## src/rtl/core/ntlv_pkg.sv

```systemverilog
package ntlv_pkg;

	// Stream and field sizes
	localparam int MAX_STREAM_BYTES = 4096;
	localparam int POS_W            = $clog2(MAX_STREAM_BYTES + 1);
	localparam int TOT_W            = 12;
	localparam int CAP_W            = 12;
	localparam int MLEN_W           = 12;
	localparam int LEFT_W           = 16;
	localparam int CMP_W            = (POS_W > LEFT_W) ? POS_W : LEFT_W;

	localparam logic [CAP_W-1:0] CAP_RESET = '1;

	// TLV type and length codes
	localparam logic [7:0] TLV_NULL = 8'h00;
	localparam logic [7:0] TLV_NDEF = 8'h03;
	localparam logic [7:0] TLV_TERM = 8'hFE;
	localparam logic [7:0] LEN_LONG = 8'hFF;

	// One input beat as held in the input stage
	typedef struct packed {
		logic [7:0]       data_byte;
		logic             first_byte;
		logic [TOT_W-1:0] total_bytes;
	} in_item_t;

	// One result beat
	typedef struct packed {
		logic [7:0]        message_byte;
		logic              byte_valid;
		logic              done_res;
		logic              status;
		logic [MLEN_W-1:0] message_length;
	} result_t;

endpackage

```

## src/rtl/core/ntlv_in_if.sv

```systemverilog
interface ntlv_in_if;
	import ntlv_pkg::*;

	logic             valid;
	logic             ready;
	logic [7:0]       data_byte;
	logic             first_byte;
	logic [TOT_W-1:0] total_bytes;

	modport source(output valid, data_byte, first_byte, total_bytes, input ready);
	modport sink(input valid, data_byte, first_byte, total_bytes, output ready);

endinterface

```

## src/rtl/core/ntlv_out_if.sv

```systemverilog
interface ntlv_out_if;
	import ntlv_pkg::*;

	logic              valid;
	logic              ready;
	logic [7:0]        message_byte;
	logic              byte_valid;
	logic              done_res;
	logic              status;
	logic [MLEN_W-1:0] message_length;

	modport source(output valid, message_byte, byte_valid, done_res, status, message_length,
		input ready);
	modport sink(input valid, message_byte, byte_valid, done_res, status, message_length,
		output ready);

endinterface

```

## src/rtl/core/ntlv_cfg_if.sv

```systemverilog
interface ntlv_cfg_if;
	import ntlv_pkg::*;

	logic             valid;
	logic             ready;
	logic [CAP_W-1:0] capacity;

	modport source(output valid, capacity, input ready);
	modport sink(input valid, capacity, output ready);

endinterface

```

## src/rtl/core/ntlv_in_reg.sv

```systemverilog
module ntlv_in_reg (
	input  logic                clk,
	input  logic                arst_n,
	ntlv_in_if.sink             stream,
	input  logic                advance,
	output logic                valid_s1,
	output ntlv_pkg::in_item_t  item_s1
);
	import ntlv_pkg::*;

	// Stage takes a beat when empty or when its current beat moves on
	assign stream.ready = !valid_s1 || advance;

	always_ff @(posedge clk or negedge arst_n) begin
		if (!arst_n) begin
			valid_s1 <= 1'b0;
		end else if (stream.ready) begin
			valid_s1 <= stream.valid;
		end
	end

	always_ff @(posedge clk) begin
		if (stream.valid && stream.ready) begin
			item_s1.data_byte   <= stream.data_byte;
			item_s1.first_byte  <= stream.first_byte;
			item_s1.total_bytes <= stream.total_bytes;
		end
	end

endmodule

```

## src/rtl/core/ntlv_parser.sv

```systemverilog
module ntlv_parser (
	input  logic                          clk,
	input  logic                          arst_n,
	input  logic                          step,
	input  ntlv_pkg::in_item_t            item,
	input  logic [ntlv_pkg::CAP_W-1:0]    capacity,
	output logic                          res_valid,
	output ntlv_pkg::result_t             res
);
	import ntlv_pkg::*;

	typedef enum logic [2:0] {
		PH_TYPE,
		PH_LEN,
		PH_LEN_HI,
		PH_LEN_LO,
		PH_SKIP,
		PH_VALUE
	} phase_t;

	phase_t              phase_q, phase_n;
	logic [POS_W-1:0]    pos_q, pos_n;
	logic [POS_W-1:0]    total_q, total_n;
	logic                is_msg_q, is_msg_n;
	logic [7:0]          len_hi_q, len_hi_n;
	logic [LEFT_W-1:0]   left_q, left_n;
	logic [MLEN_W-1:0]   clip_q, clip_n;
	logic                answered_q, answered_n;

	logic [CMP_W-1:0]    tot_w;
	logic [POS_W-1:0]    pos_inc;
	logic [POS_W-1:0]    remaining;
	logic [CMP_W-1:0]    body_len;
	logic [CMP_W-1:0]    clip_w;
	logic [LEFT_W-1:0]   left_dec;
	logic                active;
	logic                done;
	logic                stat;
	logic [MLEN_W-1:0]   mlen;
	logic                ovalid;
	logic                take_body;

	// Next state and result for the beat in the input stage
	always_comb begin
		phase_n    = phase_q;
		pos_n      = pos_q;
		total_n    = total_q;
		is_msg_n   = is_msg_q;
		len_hi_n   = len_hi_q;
		left_n     = left_q;
		clip_n     = clip_q;
		answered_n = answered_q;
		done       = 1'b0;
		stat       = 1'b0;
		mlen       = '0;
		ovalid     = 1'b0;
		take_body  = 1'b0;
		body_len   = '0;

		// New stream: clear the walk and latch the saturated length
		tot_w = CMP_W'(item.total_bytes);
		if (tot_w == '0) begin
			tot_w = CMP_W'(1);
		end
		if (tot_w > CMP_W'(MAX_STREAM_BYTES)) begin
			tot_w = CMP_W'(MAX_STREAM_BYTES);
		end
		if (item.first_byte) begin
			phase_n    = PH_TYPE;
			pos_n      = '0;
			is_msg_n   = 1'b0;
			len_hi_n   = '0;
			left_n     = '0;
			clip_n     = '0;
			answered_n = 1'b0;
			total_n    = POS_W'(tot_w);
		end

		active    = !answered_n && (pos_n < total_n);
		pos_inc   = pos_n + POS_W'(1);
		remaining = total_n - pos_inc;
		left_dec  = (left_n != '0) ? (left_n - LEFT_W'(1)) : left_n;

		if (active) begin
			pos_n = pos_inc;
			case (phase_n)
				PH_TYPE: begin
					if (item.data_byte == TLV_NULL) begin
						phase_n = PH_TYPE;
					end else if (item.data_byte == TLV_TERM) begin
						done = 1'b1;
					end else begin
						is_msg_n = (item.data_byte == TLV_NDEF);
						phase_n  = PH_LEN;
					end
				end
				PH_LEN: begin
					if (item.data_byte == LEN_LONG) begin
						phase_n = PH_LEN_HI;
					end else begin
						take_body = 1'b1;
						body_len  = CMP_W'(item.data_byte);
					end
				end
				PH_LEN_HI: begin
					len_hi_n = item.data_byte;
					phase_n  = PH_LEN_LO;
				end
				PH_LEN_LO: begin
					take_body = 1'b1;
					body_len  = CMP_W'({len_hi_n, item.data_byte});
				end
				PH_SKIP: begin
					left_n = left_dec;
					if (left_dec == '0) begin
						phase_n = PH_TYPE;
					end
				end
				PH_VALUE: begin
					ovalid = 1'b1;
					left_n = left_dec;
					if (left_dec == '0) begin
						done = 1'b1;
						mlen = clip_n;
					end
				end
				default: begin
					phase_n = PH_TYPE;
				end
			endcase
		end

		// Length known: clip and check an NDEF body, or skip any other body
		clip_w = (body_len > CMP_W'(remaining)) ? CMP_W'(remaining) : body_len;
		if (take_body) begin
			if (is_msg_n) begin
				clip_n = clip_w[MLEN_W-1:0];
				if (clip_w > CMP_W'(capacity)) begin
					done = 1'b1;
					stat = 1'b1;
				end else if (clip_w == '0) begin
					done = 1'b1;
				end else begin
					left_n  = clip_w[LEFT_W-1:0];
					phase_n = PH_VALUE;
				end
			end else if (body_len == '0) begin
				phase_n = PH_TYPE;
			end else begin
				left_n  = body_len[LEFT_W-1:0];
				phase_n = PH_SKIP;
			end
		end

		// Stream ran out without an answer: empty message
		if (active && !done && (pos_inc >= total_n)) begin
			done = 1'b1;
			stat = 1'b0;
			mlen = '0;
		end
		if (done) begin
			answered_n = 1'b1;
		end

		res_valid          = active && (ovalid || done);
		res.message_byte   = ovalid ? item.data_byte : 8'h00;
		res.byte_valid     = ovalid;
		res.done_res       = done;
		res.status         = stat;
		res.message_length = mlen;
	end

	// Walk state
	always_ff @(posedge clk or negedge arst_n) begin
		if (!arst_n) begin
			phase_q    <= PH_TYPE;
			pos_q      <= '0;
			total_q    <= '0;
			is_msg_q   <= 1'b0;
			len_hi_q   <= '0;
			left_q     <= '0;
			clip_q     <= '0;
			answered_q <= 1'b0;
		end else if (step) begin
			phase_q    <= phase_n;
			pos_q      <= pos_n;
			total_q    <= total_n;
			is_msg_q   <= is_msg_n;
			len_hi_q   <= len_hi_n;
			left_q     <= left_n;
			clip_q     <= clip_n;
			answered_q <= answered_n;
		end
	end

endmodule

```

## src/rtl/core/ndef_tlv_stream_extractor.sv

```systemverilog
// NDEF TLV stream extractor.
// stream:  one tag data byte per beat; first_byte starts a new stream and
//          total_bytes then gives its length (0 counts as 1).
// message: at most one beat per input byte: a value byte of the first NDEF
//          TLV (byte_valid), and on the last answer beat of a stream done_res
//          with status (1 = over capacity) and message_length.
// setup:   writes the capacity register; always ready. Write it only while
//          the block holds no beat in flight.
// Path:    a taken byte sits in the input stage until its beat advances,
//          and the parse step then loads its result into the output
//          register, which drives message.
// Throughput: one byte per cycle unless a result meets a full, stalled output.
// Reset: clears the walk, the stream length and both stages; capacity
//          returns to 4095. Bytes before the first stream are dropped.
// Stall: while message is held off, the output register keeps its beat and
//          one more byte waits in the input stage; bytes that give no result
//          keep flowing through the parse step.
module ndef_tlv_stream_extractor (
	input  logic       clk,
	input  logic       arst_n,
	ntlv_in_if.sink    stream,
	ntlv_out_if.source message,
	ntlv_cfg_if.sink   setup
);
	import ntlv_pkg::*;

	logic             valid_s1;
	in_item_t         item_s1;
	logic             advance;
	logic             res_valid;
	result_t          res;
	logic [CAP_W-1:0] cap_q;
	logic             out_valid_q;
	result_t          out_q;

	// Capacity register
	assign setup.ready = 1'b1;

	always_ff @(posedge clk or negedge arst_n) begin
		if (!arst_n) begin
			cap_q <= CAP_RESET;
		end else if (setup.valid) begin
			cap_q <= setup.capacity;
		end
	end

	// Input stage
	ntlv_in_reg u_in_reg (
		.clk      (clk),
		.arst_n   (arst_n),
		.stream   (stream),
		.advance  (advance),
		.valid_s1 (valid_s1),
		.item_s1  (item_s1)
	);

	// Parse step; a beat moves on unless its result would hit a full, stalled output
	assign advance = valid_s1 && (!res_valid || !out_valid_q || message.ready);

	ntlv_parser u_parser (
		.clk       (clk),
		.arst_n    (arst_n),
		.step      (advance),
		.item      (item_s1),
		.capacity  (cap_q),
		.res_valid (res_valid),
		.res       (res)
	);

	// Output register
	always_ff @(posedge clk or negedge arst_n) begin
		if (!arst_n) begin
			out_valid_q <= 1'b0;
		end else if (advance && res_valid) begin
			out_valid_q <= 1'b1;
		end else if (message.ready) begin
			out_valid_q <= 1'b0;
		end
	end

	always_ff @(posedge clk) begin
		if (advance && res_valid) begin
			out_q <= res;
		end
	end

	assign message.valid          = out_valid_q;
	assign message.message_byte   = out_q.message_byte;
	assign message.byte_valid     = out_q.byte_valid;
	assign message.done_res       = out_q.done_res;
	assign message.status         = out_q.status;
	assign message.message_length = out_q.message_length;

endmodule
```

## src/flat_wrapper.sv

```systemverilog
// flat-port wrapper written by rule: the top's interface ports become plain ports
module ndef_tlv_stream_extractor_flat import ntlv_pkg::*;
  (clk, arst_n, stream_valid, stream_data_byte, stream_first_byte, stream_total_bytes, stream_ready, message_valid, message_message_byte, message_byte_valid, message_done_res, message_status, message_message_length, message_ready, setup_valid, setup_capacity, setup_ready);
  ntlv_in_if stream_i ();
  ntlv_out_if message_i ();
  ntlv_cfg_if setup_i ();
  input  logic clk;
  input  logic arst_n;
  input wire logic [$bits(stream_i.valid)-1:0] stream_valid;
  input wire logic [$bits(stream_i.data_byte)-1:0] stream_data_byte;
  input wire logic [$bits(stream_i.first_byte)-1:0] stream_first_byte;
  input wire logic [$bits(stream_i.total_bytes)-1:0] stream_total_bytes;
  output wire logic [$bits(stream_i.ready)-1:0] stream_ready;
  output wire logic [$bits(message_i.valid)-1:0] message_valid;
  output wire logic [$bits(message_i.message_byte)-1:0] message_message_byte;
  output wire logic [$bits(message_i.byte_valid)-1:0] message_byte_valid;
  output wire logic [$bits(message_i.done_res)-1:0] message_done_res;
  output wire logic [$bits(message_i.status)-1:0] message_status;
  output wire logic [$bits(message_i.message_length)-1:0] message_message_length;
  input wire logic [$bits(message_i.ready)-1:0] message_ready;
  input wire logic [$bits(setup_i.valid)-1:0] setup_valid;
  input wire logic [$bits(setup_i.capacity)-1:0] setup_capacity;
  output wire logic [$bits(setup_i.ready)-1:0] setup_ready;
  assign stream_i.valid = stream_valid;
  assign stream_i.data_byte = stream_data_byte;
  assign stream_i.first_byte = stream_first_byte;
  assign stream_i.total_bytes = stream_total_bytes;
  assign stream_ready = stream_i.ready;
  assign message_valid = message_i.valid;
  assign message_message_byte = message_i.message_byte;
  assign message_byte_valid = message_i.byte_valid;
  assign message_done_res = message_i.done_res;
  assign message_status = message_i.status;
  assign message_message_length = message_i.message_length;
  assign message_i.ready = message_ready;
  assign setup_i.valid = setup_valid;
  assign setup_i.capacity = setup_capacity;
  assign setup_ready = setup_i.ready;
  ndef_tlv_stream_extractor u_core (.clk(clk), .arst_n(arst_n), .stream(stream_i), .message(message_i), .setup(setup_i));
endmodule
```

## config.mk

```make
export PLATFORM = sky130hd
export DESIGN_NAME = ndef_tlv_stream_extractor_flat
export DESIGN_NICKNAME = d
export VERILOG_FILES = /design/src/rtl/core/ntlv_pkg.sv /design/src/rtl/core/ntlv_in_if.sv /design/src/rtl/core/ntlv_out_if.sv /design/src/rtl/core/ntlv_cfg_if.sv /design/src/rtl/core/ntlv_in_reg.sv /design/src/rtl/core/ntlv_parser.sv /design/src/rtl/core/ndef_tlv_stream_extractor.sv /design/src/flat_wrapper.sv
export SDC_FILE = /design/constraint.sdc
export NUM_CORES = 1
export LEC_CHECK = 0
export ABC_AREA = 1
export ABC_CLOCK_PERIOD_IN_PS = 10600
export BUFFER_PORTS_ARGS = -buffer_cell sky130_fd_sc_hd__buf_2
export CAP_MARGIN = 20
export CORE_ASPECT_RATIO = 0.5
export CORE_MARGIN = 10
export CORE_UTILIZATION = 39
export DETAILED_ROUTE_END_ITERATION = 8
export SYNTH_ARGS = -nofsm -noshare
export SYNTH_HDL_FRONTEND = slang
export SYNTH_SLANG_ARGS = --single-unit
```

## constraint.sdc

```tcl
create_clock -name clk -period 10.6 [get_ports clk]
set_clock_uncertainty 0.05 [all_clocks]
set_input_delay 1.06 -clock clk [delete_from_list [all_inputs] [get_ports clk]]
set_output_delay 1.06 -clock clk [all_outputs]
set_load 0.02 [all_outputs]
```

==> flow_metrics.tcl, run 1 <==
set metrics [dict create \
    outcome "completed" \
    row_count 39 \
    route.antenna.remaining_nets 0 \
    worst_margin_slew_ns 1.03 \
    ff2ff_path_depth 41 \
    inserted_clock_buffers 17 \
    grt_pass1_vias 8077 \
    totalWireLength_um 26700 \
    wire_per_inst_um 16.4 \
    synth_ff_type "sky130_fd_sc_hd__dfrtp_1" \
    crit_fanout 43 \
    design.die.area_mm2 0.0301 \
    required_ns 9.49 \
    finalSetupTns_ns 0 \
    global_route_wire_length_before_repair_um 43400 \
    timing.setup.critical_path_class "flip-flop to output pin" \
    worst_setup_hold_path_clk_slew_ns 0.06 \
    critical-path-max-stage-delay_ns 0.55 \
    synthesis.yosys.warnings 0 \
    synth_cell_type_count 50 \
    drt_first_iter_violations 914 \
    power.density_mw_per_mm2 221 \
    grt.overflow.total 0 \
    grt_setup_unrepaired "no" \
    synth_cells 1271 \
    cts_post_setup_buffers_inserted 0 \
    yosysSeqAreaShare_pct 37.1 \
    timing.critical_path.mode_cell "sky130_fd_sc_hd__nand2_1" \
    yosys_register_bits 125 \
    worst_r2r_startpoint "u_core.u_in_reg.item_s1[12]" \
    clk_path_buf_depth 2 \
    synthesis.nets 1362 \
    cts_tree "built" \
    critPathLaunchType "flip-flop" \
    period_needed_ns 9.36 \
    synth_edf_count 44 \
    largest_net_degree_at_the_start_of_global_routing 68 \
    slowest_stage "sky130_fd_sc_hd__edfxtp_1" \
    layout-drive-gt1-share_pct 12.0 \
    fmax_ghz 0.107 \
    max-slew-margin-rel_pct 31.4 \
    core_area_mm2 0.0228 \
    irDropWorstVdd_mv 0.113 \
    vias_per_cell 5.18 \
    floorplan.initialDensity_pct 39.7 \
    postSynth.asyncResetShare_pct 64.8 \
    finalCritPeriodShare_pct 88.3 \
    hold_fix_buffers_cts 0 \
    min_delay_path_depth 2 \
    hold_violations 0 \
    syn_area_per_cell_um2 7.13 \
    detail_route.first_pass.iterations 5 \
    r2r_slack_ns 1.51 \
    total_via_count_after_detailed_routing 8430 \
    clock_latency_ns 0.45 \
    cts_resized 0 \
    place.detailed.hpwl_um 19800 \
    synth_top_cell_area_share_pct 19.0 \
    netlist_area_mm2 0.00907 \
    whs_endpoint "u_core.u_parser.total_q[5]" \
    cts-htree-levels 4 \
    clock_root_buffer_master "sky130_fd_sc_hd__clkbuf_16" \
    floorplan_die_height_um 128 \
    nets 1399 \
    yosys.area.top_type "sky130_fd_sc_hd__dfrtp_1" \
    port_buffers 62 \
    max_cap_viol_count 0 \
    die_width_um 236 \
    cts_num_sinks 125 \
    post_synth_main_area_contributors "sky130_fd_sc_hd__dfrtp_1 (19%), sky130_fd_sc_hd__nand2_1 (19%), sky130_fd_sc_hd__edfxtp_1 (15%), sky130_fd_sc_hd__ha_1 (7.2%), sky130_fd_sc_hd__nand3_1 (6.0%)" \
    hold_path.startpoint "u_core.u_parser.total_q[5]" \
    holdCritPathClass "flip-flop to flip-flop" \
    slew_violations 0 \
    postLayoutCellArea_mm2 0.0101 \
    cp_launch_point "u_core.u_in_reg.item_s1[12]" \
    residual_drc_count 0 \
    gr-usage-all-layers_pct 17.8 \
    critical_path.n_buffers_inverters 10 \
    cpLargestDelayFamily "simple AND/OR/NAND/NOR gates" \
    top_level_ports 64 \
    power_leakage_nw 5.29 \
    area_delta_synth_final_pct 11.4 \
    setup_viol_count_final 0 \
    critPathCaptureType "output pin" \
    cp_data_arrival_time_ns 8.25 \
    n_antenna_cell 0 \
    finalWeightedCongestion 0.942 \
    detailed_place.area_mm2 0.00950 \
    reg2reg_to "u_core.message.message_length[4]" \
    number_of_antenna_violations_at_the_first_check_in_global_routing 0 \
]
## worst reg2reg max path: cells and delay by family (launching register included)
| kind | cells | cell delay (ns) |
|---|---|---|
| AO/OA/AOI/OAI | 7 | 1.49 |
| XOR/XNOR | 2 | 0.38 |
| adder cells (fa/ha/maj) | 4 | 1.14 |
| buffers and inverters | 10 | 2.30 |
| flip-flops | 1 | 0.55 |
| AND/OR/NAND/NOR | 18 | 2.80 |
## synthesized netlist by cell type (6+ instances only)
cell type	n
sky130_fd_sc_hd__nand2_1	454
sky130_fd_sc_hd__inv_1	126
sky130_fd_sc_hd__nand3_1	108
sky130_fd_sc_hd__nor2_1	90
sky130_fd_sc_hd__dfrtp_1	69
sky130_fd_sc_hd__o21ai_0	64
sky130_fd_sc_hd__ha_1	52
sky130_fd_sc_hd__edfxtp_1	44
sky130_fd_sc_hd__a21oi_1	38
sky130_fd_sc_hd__xor2_1	25
sky130_fd_sc_hd__clkbuf_1	22
sky130_fd_sc_hd__nor3_1	17
sky130_fd_sc_hd__dfstp_2	12
sky130_fd_sc_hd__inv_2	12
sky130_fd_sc_hd__nand4_1	12
sky130_fd_sc_hd__nand3b_1	10
sky130_fd_sc_hd__xnor2_1	10
sky130_fd_sc_hd__buf_2	9
sky130_fd_sc_hd__nor2_2	9
sky130_fd_sc_hd__o22ai_1	9
sky130_fd_sc_hd__nand2_2	7
sky130_fd_sc_hd__nor4_1	7
sky130_fd_sc_hd__o21ai_1	7
sky130_fd_sc_hd__buf_4	6
sky130_fd_sc_hd__buf_6	6
sky130_fd_sc_hd__nand3_2	6
sky130_fd_sc_hd__or2_2	6
## stage by stage
| step | cells | total power [mW] | hold slack [ns] | utilization, % | setup WS (ns) |
|---|---|---|---|---|---|
| 2_1_floorplan | 1271 | 1.39 | 0.387 | - | 3.79 |
| 3_5_place_dp | 1596 | 1.62 | 0.404 | 41.6 | 1.61 |
| 6_report | 1628 | 2.23 | 0.418 | 44.2 | 1.24 |
| 5_1_grt | 1628 | 2.40 | 0.441 | 44.2 | 0.417 |
| 4_1_cts | 1628 | 2.23 | 0.419 | 44.2 | 1.32 |
| 3_3_place_gp | 1596 | 1.61 | 0.401 | 41.6 | 1.91 |
## power breakdown
group,internal (mW),total [mW],switching (mW)
clock,0.369,0.605,0.236
sequential,0.586,0.628,0.0421
combinational,0.305,0.998,0.693
## cell type report
class                      instances  area (um^2)
multi-input combinational        958         4880
inverter                         140          526
fill                            2353        12700
clock inverter                    14          168
timing repair buffer              66          343
tap                              307          384
sequential                       125         3360
clock buffer                      18          429
## state kept, by name, summed over array words and instances (netlist names), 12 cells and up
name	flops
u_core.cap_q	12
u_core.u_parser.pos_q	13
u_core.message.message_length	12
u_core.u_parser.total_q	13
u_core.u_parser.left_q	16
u_core.u_in_reg.item_s1	21
u_core.u_parser.clip_q	12
## routing by layer
metal	vias up	GRT usage [%]	wire length [um]	share of wire, %
met1	3973	24.2	12800	48
li1	4194	-	-	-
met4	0	6.45	408	1.5
met2	230	28.0	12000	45
met3	33	3.21	1410	5.3
met5	-	0	0	0
## worst max-delay path by stage
stage          cells past startpoint                           endpoint  slack [ns]
3_3_place_gp                      39  u_core.message.message_length[11]        1.91
3_5_place_dp                      40  u_core.message.message_length[11]        1.61
4_1_cts                           40                       stream_ready        1.32
5_1_grt                           42                       stream_ready        0.42
6_report                          40                       stream_ready        1.24
2_1_floorplan                     42                       stream_ready        3.79
## cells in the final DEF (no fill, tap or decap), drive strengths merged, types with 12 or more instances in the layout
| master | instances |
|---|---|
| nand3 | 115 |
| nand4 | 13 |
| edfxtp | 44 |
| dfstp | 12 |
| dfrtp | 69 |
| a21oi | 40 |
| xor2 | 25 |
| nand2 | 464 |
| inv | 140 |
| buf | 66 |
| o21ai | 71 |
| clkbuf | 18 |
| nor2 | 99 |
| nor3 | 18 |
| ha | 52 |
## cells by family (layout without fill, tap and decap cells)
kind of cell               Yosys count  count (layout)  share of synthesized area, %
xor gates and xnor gates            35              35                          3.38
buffers and inverters              188             238                          9.03
other                                1               1                        0.0414
AOI/OAI and AO/OA                  135             135                          8.14
muxes                                1               1                         0.124
DFF                                125             125                          37.1
and+or+nand+nor                    733             733                          34.8
adders and majority gates           53              53                          7.40
Note: power is estimated with default switching activity, not from simulation.
==> inputs of run 2 (changes only) <==
--- a/config.mk
+++ b/config.mk
@@ -12,6 +12,7 @@
 export CORE_ASPECT_RATIO = 0.5
 export CORE_MARGIN = 10
 export CORE_UTILIZATION = 39
+export CTS_BUF_LIST = sky130_fd_sc_hd__clkbuf_16
 export DETAILED_ROUTE_END_ITERATION = 8
 export SYNTH_ARGS = -nofsm -noshare
 export SYNTH_HDL_FRONTEND = slang
==> flow_metrics.tcl, run 2 (synthesis results as in run 1) <==
set metrics [dict create \
    floorplan_die_height_um 128 \
    total_via_count_after_detailed_routing 8409 \
    grt.overflow.total 0 \
    worst_setup_hold_path_clk_slew_ns 0.06 \
    finalCritPeriodShare_pct 88.3 \
    power.density_mw_per_mm2 221 \
    vias_per_cell 5.17 \
    n_antenna_cell 0 \
    cp_data_arrival_time_ns 8.25 \
    required_ns 9.49 \
    gr-usage-all-layers_pct 17.8 \
    postLayoutCellArea_mm2 0.0101 \
    cpLargestDelayFamily "simple AND/OR/NAND/NOR gates" \
    wire_per_inst_um 16.4 \
    place.detailed.instances 1596 \
    hold_fix_buffers_cts 0 \
    layout-drive-gt1-share_pct 12.0 \
    die_width_um 236 \
    irDropWorstVdd_mv 0.111 \
    timing.setup.critical_path_class "flip-flop to output pin" \
    critical-path-max-stage-delay_ns 0.55 \
    slew_violations 0 \
    place.detailed.hpwl_um 19800 \
    crit_fanout 43 \
    mostFrequentLayoutCells "sky130_fd_sc_hd__nand2_1 (454), sky130_fd_sc_hd__inv_1 (127), sky130_fd_sc_hd__nand3_1 (108)" \
    floorplan.initialDensity_pct 39.7 \
    period_needed_ns 9.36 \
    largest_registers "u_core.u_in_reg.item_s1 x21, u_core.u_parser.left_q x16" \
    largest_net_degree_at_the_start_of_global_routing 68 \
    inserted_clock_buffers 17 \
    top_level_ports 64 \
    critical_path.n_buffers_inverters 10 \
    power_leakage_nw 5.30 \
    utilization_pct 44.2 \
    grt_pass1_vias 8077 \
    outcome "completed" \
    global_route_wire_length_before_repair_um 43400 \
    max_cap_viol_count 0 \
    route.antenna.remaining_nets 0 \
    grt_setup_unrepaired "no" \
    registers.top_by_ff_count "u_core.u_in_reg.item_s1" \
    core_area_mm2 0.0228 \
    clock_root_buffer_master "sky130_fd_sc_hd__clkbuf_16" \
    stdcell_count 1628 \
    cts_num_sinks 125 \
    setup_viol_count_final 0 \
    hold_violations 0 \
    largest_register_ff_count 21 \
    residual_drc_count 0 \
    cts_tree "built" \
    fillerInstances 2353 \
    number_of_antenna_violations_at_the_first_check_in_global_routing 0 \
    worst_margin_slew_ns 1.02 \
    timing.critical_path.mode_cell "sky130_fd_sc_hd__nand2_1" \
    fmax_ghz 0.107 \
    cts_resized 0 \
    multi_input_area_mm2 0.00488 \
    critPathCaptureType "output pin" \
    detailed_place.area_mm2 0.00950 \
    leading_cell_type_in_the_layout_fill_and_taps_excluded "sky130_fd_sc_hd__nand2_1" \
    clk_path_buf_depth 2 \
    cts_post_setup_buffers_inserted 0 \
    critPathLaunchType "flip-flop" \
    drt_first_iter_violations 911 \
    holdCritPathClass "flip-flop to flip-flop" \
    slowest_stage "sky130_fd_sc_hd__edfxtp_1" \
    nets 1399 \
    finalPower_mw 2.23 \
    design.die.area_mm2 0.0301 \
    detail_route.first_pass.iterations 5 \
    row_count 39 \
    finalSetupTns_ns 0 \
    port_buffers 62 \
    area_delta_synth_final_pct 11.4 \
    register_area_mm2 0.00336 \
    totalWireLength_um 26800 \
    finalWeightedCongestion 0.942 \
    clock_latency_ns 0.44 \
    cts-htree-levels 4 \
    max-slew-margin-rel_pct 31.7 \
]
==> run 2: cell type report <==
cell class              count  area share, %
inverters                 140           5.20
repair buffers             66           3.39
clock buffers              17           4.21
clock inverters            15           1.70
well taps                 307           3.80
flip-flops and latches    125           33.3
multi-input cells         958           48.4
==> run 2: where the power goes <==
| group | total, mW | leakage, nW | switching [mW] | internal (mW) |
|---|---|---|---|---|
| clock | 0.602 | 0.294 | 0.234 | 0.368 |
| sequential | 0.628 | 1.48 | 0.0421 | 0.586 |
| combinational | 0.998 | 3.53 | 0.693 | 0.305 |
==> run 2: final timing paths <==
check | start | endpoint | slack [ns] | cells after the start
worst max register to register | u_core.u_in_reg.item_s1[12] | u_core.message.message_length[4] | 1.51 | 41
max in group asynchronous | arst_n | u_core.u_in_reg.valid_s1 | 8.92 | 2
worst min-delay path | u_core.u_parser.total_q[5] | u_core.u_parser.total_q[5] | 0.42 | 2
worst min register to register | u_core.u_parser.total_q[5] | u_core.u_parser.total_q[5] | 0.42 | 2
min in group asynchronous | arst_n | u_core.u_parser.pos_q[8] | 0.54 | 1
worst max-delay path | u_core.u_in_reg.item_s1[12] | stream_ready | 1.24 | 40
==> run 2: worst register-to-register path: cells and delay by family, from the launching register on <==
| kind | cells | cell delay, ns |
|---|---|---|
| simple gates | 18 | 2.82 |
| flops | 1 | 0.55 |
| compound gates | 7 | 1.49 |
| xor+xnor | 2 | 0.38 |
| fa+ha+maj | 4 | 1.15 |
| buf+inv | 10 | 2.30 |
==> run 2: layer usage <==
| layer | vias to the layer above | track usage [%] | share of wire (%) |
|---|---|---|---|
| met1 | 3951 | 24.2 | 47 |
| li1 | 4194 | - | - |
| met4 | 0 | 6.45 | 1.6 |
| met5 | - | 0 | 0 |
| met2 | 233 | 28.0 | 45 |
| met3 | 31 | 3.21 | 6.4 |
==> run 2: through the flow <==
step | hold WS (ns) | setup WS (ns)
after detailed placement | 0.404 | 1.61
after global placement | 0.401 | 1.91
after global routing | 0.441 | 0.417
after floorplan | 0.387 | 3.79
final | 0.418 | 1.24
after CTS | 0.419 | 1.32
==> inputs of run 3 (changes only) <==
--- a/config.mk
+++ b/config.mk
@@ -9,11 +9,14 @@
 export ABC_CLOCK_PERIOD_IN_PS = 10600
 export BUFFER_PORTS_ARGS = -buffer_cell sky130_fd_sc_hd__buf_2
 export CAP_MARGIN = 20
+export CELL_PAD_IN_SITES_DETAIL_PLACEMENT = 0
+export CELL_PAD_IN_SITES_GLOBAL_PLACEMENT = 2
 export CORE_ASPECT_RATIO = 0.5
 export CORE_MARGIN = 10
-export CORE_UTILIZATION = 39
+export CORE_UTILIZATION = 38
 export CTS_BUF_LIST = sky130_fd_sc_hd__clkbuf_16
 export DETAILED_ROUTE_END_ITERATION = 8
+export PLACE_DENSITY_LB_ADDON = 0.1
 export SYNTH_ARGS = -nofsm -noshare
 export SYNTH_HDL_FRONTEND = slang
 export SYNTH_SLANG_ARGS = --single-unit
==> flow_metrics.tcl, run 3 (synthesis results as in run 1) <==
set metrics [dict create \
    outcome "completed" \
    irDropWorstVdd_mv 0.105 \
    die_width_um 238 \
    max-slew-margin-rel_pct 40.5 \
    global_route_wire_length_before_repair_um 45900 \
    fmax_ghz 0.113 \
    finalSetupTns_ns 0 \
    setup_viol_count_final 0 \
    period_needed_ns 8.83 \
    grt.overflow.total 0 \
    clk_path_buf_depth 2 \
    timing.critical_path.mode_cell "sky130_fd_sc_hd__nand2_1" \
    finalPower_mw 2.24 \
    max_cap_viol_count 0 \
    gr-usage-all-layers_pct 19.1 \
    cts_resized 0 \
    slew_violations 0 \
    total_via_count_after_detailed_routing 8448 \
    registers.top_by_ff_count "u_core.u_in_reg.item_s1" \
    largest_register_ff_count 21 \
    drt_first_iter_violations 674 \
    port_buffers 62 \
    hold_fix_buffers_cts 0 \
    critical-path-max-stage-delay_ns 0.47 \
    largest_registers "u_core.u_in_reg.item_s1 x21, u_core.u_parser.left_q x16" \
    floorplan_die_height_um 129 \
    stdcell_count 1630 \
    cts-htree-levels 4 \
    top_level_ports 64 \
    leading_cell_type_in_the_layout_fill_and_taps_excluded "sky130_fd_sc_hd__nand2_1" \
    row_count 39 \
    holdCritPathClass "flip-flop to flip-flop" \
    timing.setup.critical_path_class "flip-flop to output pin" \
    design.die.area_mm2 0.0308 \
    grt_pass1_vias 8057 \
    power_leakage_nw 5.30 \
    mostFrequentLayoutCells "sky130_fd_sc_hd__nand2_1 (454), sky130_fd_sc_hd__inv_1 (128), sky130_fd_sc_hd__nand3_1 (108)" \
    core_area_mm2 0.0231 \
    worst_setup_hold_path_clk_slew_ns 0.06 \
    hold_path.startpoint "u_core.u_parser.clip_q[0]" \
    worst_r2r_startpoint "u_core.u_in_reg.item_s1[12]" \
    finalWeightedCongestion 0.865 \
    cts_post_setup_buffers_inserted 0 \
    worst_margin_slew_ns 0.891 \
    reg2reg_to "u_core.message.message_length[4]" \
    vias_per_cell 5.18 \
    place.detailed.hpwl_um 21200 \
    postLayoutCellArea_mm2 0.0101 \
    layout-drive-gt1-share_pct 12.1 \
    utilization_pct 43.7 \
    power.density_mw_per_mm2 221 \
    cts_num_sinks 125 \
    inserted_clock_buffers 17 \
    min_delay_path_depth 2 \
    floorplan.initialDensity_pct 39.2 \
    hold-worst-slack_ns 0.420 \
    critPathCaptureType "output pin" \
    totalWireLength_um 29100 \
    hold_violations 0 \
    cts_tree "built" \
    largest_net_degree_at_the_start_of_global_routing 68 \
    residual_drc_count 0 \
    cp_data_arrival_time_ns 7.72 \
    wire_per_inst_um 17.8 \
    critPathLaunchType "flip-flop" \
    clock_root_buffer_master "sky130_fd_sc_hd__clkbuf_16" \
    route.antenna.remaining_nets 0 \
    clock_latency_ns 0.44 \
    finalCritPeriodShare_pct 83.3 \
    grt_setup_unrepaired "no" \
    nets 1401 \
    slowest_stage "sky130_fd_sc_hd__nor4_1" \
    final.setup.worst_slack_ns 1.77 \
    n_antenna_cell 0 \
    ff2ff_path_depth 39 \
    whs_endpoint "u_core.u_parser.clip_q[0]" \
    place_ws_ns 2.02 \
    number_of_antenna_violations_at_the_first_check_in_global_routing 0 \
    detail_route.first_pass.iterations 5 \
    detailed_place.area_mm2 0.00951 \
    area_delta_synth_final_pct 11.5 \
    crit_fanout 32 \
    required_ns 9.49 \
    place.detailed.instances 1597 \
    r2r_slack_ns 2.23 \
]
## run 3: report_power, final
part,internal [mW],switching [mW]
registers,0.586,0.0416
logic,0.313,0.714
clock network,0.345,0.239
## run 3: worst max-delay path by stage
stage                                     start                          endpoint  slack [ns]  cells after the start
floorplan           u_core.u_in_reg.item_s1[12]                      stream_ready        3.79                     42
global placement    u_core.u_in_reg.item_s1[12]  u_core.message.message_length[4]        2.17                     38
global route        u_core.u_in_reg.item_s1[12]                      stream_ready        0.98                     37
detailed placement  u_core.u_in_reg.item_s1[12]  u_core.message.message_length[4]        2.02                     38
finish              u_core.u_in_reg.item_s1[12]                      stream_ready        1.77                     37
CTS                 u_core.u_in_reg.item_s1[12]                      stream_ready        1.86                     37
## run 3: critical path: cells and delay by family (launching register included)
kind	cells	cell delay, ns
fa+ha+maj	4	1.16
compound gates	5	1.10
buf+inv	7	0.96
xor+xnor	2	0.45
simple gates	19	3.20
flops	1	0.39
## run 3: layer usage
metal	global-route usage, %	routed length [um]	part of all wire, %
met1	26.9	14600	50
met2	29.3	12700	44
met3	3.55	1370	4.7
met4	5.32	352	1.2
met5	0	0	0
## run 3: cell type report
class | count | area [um^2]
Inverter | 140 | 526
Clock inverter | 15 | 148
Timing Repair Buffer | 68 | 378
Clock buffer | 17 | 425
Multi-Input combinational cell | 958 | 4880
Tap cell | 307 | 384
Sequential cell | 125 | 3360
Fill cell | 2407 | 13000
